--- config.mk ---
export PLATFORM = sky130hd
export DESIGN_NAME = blor_cell
export DESIGN_NICKNAME = d
export VERILOG_FILES = /design/src/hw/rtl/blor_pkg.sv /design/src/hw/rtl/blor_cell.sv
export SDC_FILE = /design/constraint.sdc
export NUM_CORES = 2
export LEC_CHECK = 0
export ABC_AREA = 1
export BUFFER_PORTS_ARGS = -buffer_cell sky130_fd_sc_hd__buf_2
export CORE_MARGIN = 2
export CORE_UTILIZATION = 55
export CTS_CLUSTER_DIAMETER = 30
export DETAILED_ROUTE_END_ITERATION = 6
export PLACE_DENSITY = 0.77
export SLEW_MARGIN = 10
export SYNTH_ARGS = -nofsm -noshare
export SYNTH_HDL_FRONTEND = slang
export SYNTH_SLANG_ARGS = --single-unit
--- constraint.sdc ---
create_clock -name clock -period 7.2 [get_ports clock]
set_clock_uncertainty 0.2 [all_clocks]
set_input_delay 0.36 -clock clock [delete_from_list [all_inputs] [get_ports clock]]
set_output_delay 0.36 -clock clock [all_outputs]
set_load 0.01 [all_outputs]
--- src/hw/rtl/blor_pkg.sv ---
`timescale 1ns / 1ps
// Shared types and constants for the box list overlap replace block.
// Used by the cell, the top level and the checker; depends on nothing.
package blor_pkg;

   localparam int MAX_BOXES_DEF = 16;
   localparam int CoordW        = 15;

   localparam logic [1:0] ACT_INSERT = 2'd0;
   localparam logic [1:0] ACT_POINT  = 2'd1;
   localparam logic [1:0] ACT_SMALL  = 2'd2;
   localparam logic [1:0] ACT_READ   = 2'd3;

   localparam logic [1:0] CSR_IOU_THRESHOLD = 2'd0;
   localparam logic [1:0] CSR_HIT_BORDER    = 2'd1;
   localparam logic [1:0] CSR_MIN_SIZE      = 2'd2;

   localparam logic [7:0] IOU_THRESHOLD_RST = 8'd77;
   localparam logic [9:0] HIT_BORDER_RST    = 10'd32;
   localparam logic [9:0] MIN_SIZE_RST      = 10'd32;

   typedef struct packed {
      logic [1:0]  action;
      logic [14:0] box_cx;
      logic [14:0] box_cy;
      logic [14:0] box_w;
      logic [14:0] box_h;
      logic [14:0] point_x;
      logic [14:0] point_y;
      logic [3:0]  entry_index;
   } req_type;

   typedef struct packed {
      logic [4:0]  box_count;
      logic [4:0]  removed_count;
      logic        dropped_full;
      logic        read_valid;
      logic [14:0] read_cx;
      logic [14:0] read_cy;
      logic [14:0] read_w;
      logic [14:0] read_h;
   } rsp_type;

   typedef struct packed {
      logic [14:0] cx;
      logic [14:0] cy;
      logic [14:0] w;
      logic [14:0] h;
   } box_type;

   typedef struct packed {
      logic [7:0] iou_threshold;
      logic [9:0] hit_border;
      logic [9:0] min_size;
   } cfg_type;

   typedef struct packed {
      logic ld_flag;
      logic shift;
      logic write;
   } cell_ctl_type;

endpackage

--- src/hw/rtl/blor_cell.sv ---
`timescale 1ns / 1ps
// One slot of the box list: holds a box, evaluates its removal test in a short
// pipeline and shifts towards the head during compaction. Depends on blor_pkg.
module blor_cell #(
   parameter int MAX_BOXES = blor_pkg::MAX_BOXES_DEF,
   parameter int IDX       = 0,
   localparam int CW       = $clog2(MAX_BOXES + 1)
) (
   input  logic                  clock,
   input  logic                  reset,
   input  blor_pkg::cell_ctl_type ctl,
   input  logic [CW-1:0]         count,
   input  blor_pkg::cfg_type     cfg,
   input  blor_pkg::req_type     req,
   input  logic                  seen_in,
   input  blor_pkg::box_type     box_nx,
   input  logic                  drop_nx,
   input  blor_pkg::box_type     rd_nx,
   output logic                  seen_out,
   output blor_pkg::box_type     box_out,
   output logic                  drop_out,
   output blor_pkg::box_type     rd_out
);
   import blor_pkg::*;

   function automatic logic signed [18:0] overlap2(logic [14:0] ca, logic [14:0] sa,
                                                   logic [14:0] cb, logic [14:0] sb);
      logic signed [18:0] la, lb, ra, rb, lft, rgt;
      la  = $signed({3'b000, ca, 1'b0}) - $signed({4'b0000, sa});
      lb  = $signed({3'b000, cb, 1'b0}) - $signed({4'b0000, sb});
      ra  = $signed({3'b000, ca, 1'b0}) + $signed({4'b0000, sa});
      rb  = $signed({3'b000, cb, 1'b0}) + $signed({4'b0000, sb});
      lft = (la > lb) ? la : lb;
      rgt = (ra < rb) ? ra : rb;
      return rgt - lft;
   endfunction

   function automatic logic [15:0] absdiff(logic [14:0] a, logic [14:0] b);
      return (a >= b) ? {1'b0, a - b} << 1 : {1'b0, b - a} << 1;
   endfunction

   box_type            box_ff;
   logic               drop_ff;

   logic signed [18:0] ow_ff, oh_ff;
   logic [29:0]        area_a_ff, area_b_ff;
   logic               hit_a_ff, small_a_ff;
   logic [33:0]        i4_b_ff;
   logic [32:0]        sum4_b_ff;
   logic               hit_b_ff, small_b_ff;
   logic [33:0]        i4_c_ff;
   logic [40:0]        prod_c_ff;
   logic               hit_c_ff, small_c_ff;

   logic [15:0]        lim_x_in, lim_y_in;
   logic               hit_in, small_in, neg_in, sim_in, live_in, drop_in;
   logic [32:0]        u4_in;
   logic               take_in;

   assign lim_x_in = {1'b0, box_ff.w} + {5'b00000, cfg.hit_border, 1'b0};
   assign lim_y_in = {1'b0, box_ff.h} + {5'b00000, cfg.hit_border, 1'b0};
   assign hit_in   = (absdiff(box_ff.cx, req.point_x) < lim_x_in) &&
                     (absdiff(box_ff.cy, req.point_y) < lim_y_in);
   assign small_in = ({5'b00000, cfg.min_size} > box_ff.w) ||
                     ({5'b00000, cfg.min_size} > box_ff.h);
   assign neg_in   = ow_ff[18] | oh_ff[18];
   assign u4_in    = sum4_b_ff - i4_b_ff[32:0];
   assign sim_in   = {i4_c_ff, 8'h00} > {1'b0, prod_c_ff};
   assign live_in  = IDX < int'(count);
   assign take_in  = seen_in | drop_ff;

   always_comb begin
      unique case (req.action)
         ACT_INSERT: drop_in = live_in & sim_in;
         ACT_POINT:  drop_in = live_in & hit_c_ff;
         ACT_SMALL:  drop_in = live_in & small_c_ff;
         default:    drop_in = 1'b0;
      endcase
   end

   always_ff @(posedge clock) begin
      ow_ff      <= overlap2(box_ff.cx, box_ff.w, req.box_cx, req.box_w);
      oh_ff      <= overlap2(box_ff.cy, box_ff.h, req.box_cy, req.box_h);
      area_a_ff  <= 30'(box_ff.w) * 30'(box_ff.h);
      area_b_ff  <= 30'(req.box_w) * 30'(req.box_h);
      hit_a_ff   <= hit_in;
      small_a_ff <= small_in;
      i4_b_ff    <= neg_in ? 34'd0 : 34'(ow_ff[16:0]) * 34'(oh_ff[16:0]);
      sum4_b_ff  <= {31'(area_a_ff) + 31'(area_b_ff), 2'b00};
      hit_b_ff   <= hit_a_ff;
      small_b_ff <= small_a_ff;
      i4_c_ff    <= i4_b_ff;
      prod_c_ff  <= 41'(cfg.iou_threshold) * 41'(u4_in);
      hit_c_ff   <= hit_b_ff;
      small_c_ff <= small_b_ff;
      if (ctl.shift && take_in) begin
         box_ff <= box_nx;
      end else if (ctl.write && (IDX == int'(count))) begin
         box_ff <= {req.box_cx, req.box_cy, req.box_w, req.box_h};
      end
   end

   always_ff @(posedge clock) begin
      if (reset) begin
         drop_ff <= 1'b0;
      end else if (ctl.ld_flag) begin
         drop_ff <= drop_in;
      end else if (ctl.shift && take_in) begin
         drop_ff <= drop_nx;
      end
   end

   assign seen_out = take_in;
   assign box_out  = box_ff;
   assign drop_out = drop_ff;
   assign rd_out   = (IDX == int'(req.entry_index)) ? box_ff : rd_nx;

endmodule

==> summary.md <==
| Metric | Value |
|---|---|
| Status | completed |
| Initial DRC Count | 5430 |
| Hold-fix buffers, CTS | between 90 and 100 |
| Root buffer cell | clkbuf_16 |
| IO Count | 378 |
| Ys async rst share | 0% |
| Count leader, synth | nand2_1 |
| Post-Syn Area | 62210 µm² |
| Design Area, Final | ~70000 µm² |
| CTS Buffer Depth | 3 |
| Synth Area per Inst | a little over 7 µm² |
| Post-synth EDFFs | 60 |
| Worst path most repeated cell | fa_1 |
| Antenna-violating nets left | 0 |
| Router iterations before antenna repair | 6 |
| Syn Inst Count | 8626 |
| Yosys top cell by area | fa_1 |
| Initial Utilization | 55.37% |
| DP Area | between 60000 and 70000 µm² |
| Worst rel slew slack | about 14% |
| Setup slack, reg-to-reg | about 470 ps |
| Main flop type after synthesis | dfxtp_1 |
| DPL Wire Length | roughly 180000 µm |
| Area grow syn2layout | 10.60% |
| Total wire length | 213800 µm |
| Cells after DPL | a little over 10000 |
| Worst Path Arrival | between 7000 and 8000 ps |
| Crit Path Category | flip-flop to flip-flop |
| Yosys reg bits | 303 |
| CTS Buf Count | just over 70 |
| IO buf count | ~380 |
| # H-tree levels | 3 |
| Cts repair resizes | 0 |
| Largest net degree at the start of global routing | 76 |
| Cell Rows | about 120 |
| First-pass GRT wire length | 333500 µm |
| Total track usage | ~37% |
| Synth area leaders | fa_1 24%, ha_1 16%, nand2_1 12% |
| Drt wl/cell | slightly above 20 µm |
| Max Fclk | 148.6 MHz |
| Via density | 5.610 |
| Unique masters post-synth | between 60 and 70 |
| Yosys top cell area share | between 20% and 30% |
| Vias in the first global route | 59580 |
| Critical path's slowest cell | dfxtp_1 |
| Initial antenna violation count | 17 |
| Register area share after synthesis | between 10 and 15% |
| Crit Path Max Fanout | 17 |
| Finished Layout Cells | between 10000 and 15000 |
| Die Area | between 100000 and 150000 µm² |
| RePlAce Congestion | 1.089 |
| Nets | ~11000 |
| CTS tree | done |
| Core ar. | between 100000 and 150000 µm² |
| Critical path required time | roughly 7500 ps |
| Die Width | between 300 and 400 µm |
| Postcts setup bufs | 0 |
| Layout Utilization | 61.24% |
| Fin. Hold Viols | 0 |
| Final period util | between 90% and 100% |
| Minimum clock period | about 6700 ps |
| Synth top cells by count | 2022 x nand2_1, 1822 x inv_1, 796 x ha_1 |
| Vias | around 59000 |
| Worst hold path type | input port to flip-flop |
| Synthesized Nets | 10440 |
| CP endpoint kind | flip-flop |
| RSZ-0062 raised after global routing | no |
| Grt ovf | 0 |
| CP Cell Sequence | nand2_1 -> fa_1 -> fa_1 -> inv_1 -> fa_1 -> inv_1 -> fa_1 -> fa_1 -> inv_1 -> fa_1 -> ha_1 -> nand2_1 -> inv_1 -> nand2_1 -> nor2_1 -> nand4_1 -> nand3_1 -> o21ai_0 -> a21oi_1 |
| Max Cap Viol | 0 |
| # DRC | 0 |
| Clock sinks | between 300 and 400 |
| Number of slew-limit violations in the final report | 0 |
| Worst-path clk slew | ~50 ps |
| Max stage delay on crit path | slightly below 1000 ps |
| Layout cell share with drive strength beyond 1 | under 10% |
| Slew @ Worst Pin | 1289 ps |
| Final count of negative-setup-slack endpoints | 0 |
| Clk_lat worst skew | roughly 660 ps |
| Setup TNS | 0 ps |
| Critical path startpoint category | flip-flop |
| Yosys warns | 0 |
| Chip height | 340.3 µm |
==> metal layers <==
| layer | global-route usage [%] | part of all wire, % |
|---|---|---|
| met1 | 48.70 | 40 |
| met3 | 8.814 | 11 |
| met2 | 57.81 | 44 |
| met4 | 16.27 | 5.0 |
| met5 | 0 | 0.039 |
==> cell families (layout without fill, tap and decap cells) <==
kind of cell    count (synthesis)  in the layout  share of synthesized area (%)
simple gates                 3162           3162                          20.59
buf+inv                      2124           2511                          12.96
fa+ha+maj                    1557           1557                          40.50
compound gates               1142           1142                          10.21
xor+xnor                      311            311                          4.535
flops                         303            303                          10.72
mux                            27             27                         0.4887
other cells                     0              7                              0
==> state kept, by name (all words and copies together), names as in the netlist <==
signal	flops
area_a_ff	30
ow_ff	18
drop_out	1
oh_ff	18
sum4_b_ff	31
hit_c_ff	1
hit_b_ff	1
area_b_ff	30
i4_b_ff	34
small_a_ff	1
prod_c_ff	41
i4_c_ff	34
box_out	60
hit_a_ff	1
small_c_ff	1
small_b_ff	1
==> stage by stage <==
stage                     setup WS, ps  hold WS, ps
after floorplan                   1510        109.6
after global placement           667.3        112.9
after detailed placement         624.5        116.8
after CTS                        584.0        1.571
after global routing             173.3        32.91
final                            468.9        41.06
==> worst max-delay path: cells and delay by family (launching register included) <==
kind / cells / cell delay [ps]
buffers and inverters: 4 / 270
adders and majority gates: 7 / 3560
and+or+nand+nor: 6 / 1150
AOI/OAI and AO/OA: 2 / 420
DFF: 1 / 980
==> cell usage in the layout, fill, tap and decap left out, types with 8 or more instances in the layout <==
| cell type | netlist | final |
|---|---|---|
| nand2_1 | 2022 | 2020 |
| inv_1 | 1822 | 1822 |
| ha_1 | 796 | 796 |
| fa_1 | 761 | 761 |
| nor2_1 | 648 | 648 |
| a21oi_1 | 514 | 514 |
| buf_2 | 45 | 377 |
| o21ai_0 | 324 | 324 |
| dfxtp_1 | 243 | 243 |
| nand3_1 | 241 | 241 |
| xor2_1 | 238 | 238 |
| dlygate4sd3_1 | 0 | 97 |
| nand4_1 | 78 | 78 |
| clkbuf_16 | 0 | 71 |
| nor3_1 | 69 | 69 |
| buf_4 | 4 | 69 |
| xnor2_1 | 63 | 63 |
| edfxtp_1 | 60 | 60 |
| o21ai_1 | 57 | 57 |
| o21bai_1 | 57 | 57 |
| a31oi_1 | 38 | 38 |
| a21o_1 | 38 | 38 |
| mux2_2 | 27 | 27 |
| nand2_2 | 20 | 21 |
| o211ai_1 | 21 | 21 |
| nor4_1 | 20 | 20 |
| o21a_1 | 20 | 20 |
| nand3b_1 | 13 | 13 |
| o31ai_1 | 12 | 12 |
| inv_2 | 11 | 11 |
| a211oi_1 | 11 | 11 |
| clkinv_1 | 5 | 10 |
| a21oi_2 | 10 | 10 |
| or2_2 | 10 | 10 |
| inv_6 | 0 | 8 |
==> cell type report <==
cell class              count  area [µm²]
multi-input cells        6199       47490
fillers                 10250       43540
inverters                1838        6899
flip-flops and latches    303        6666
repair buffers            543        3376
well taps                1500        1877
clock buffers              81        1874
clock inverters            49       603.1
diodes                      7       17.52
==> final timing paths <==
| kind | cells after the start | start | end |
|---|---|---|---|
| max | 19 | oh_ff[13] | i4_b_ff[22] |
| min | 3 | req[58] | box_out[24] |
| max reg2reg | 19 | oh_ff[13] | i4_b_ff[22] |
| min reg2reg | 0 | hit_a_ff | hit_b_ff |
Power is not shown: default switching activity piles up to over one toggle a cycle in this logic, so the estimate is an artifact.
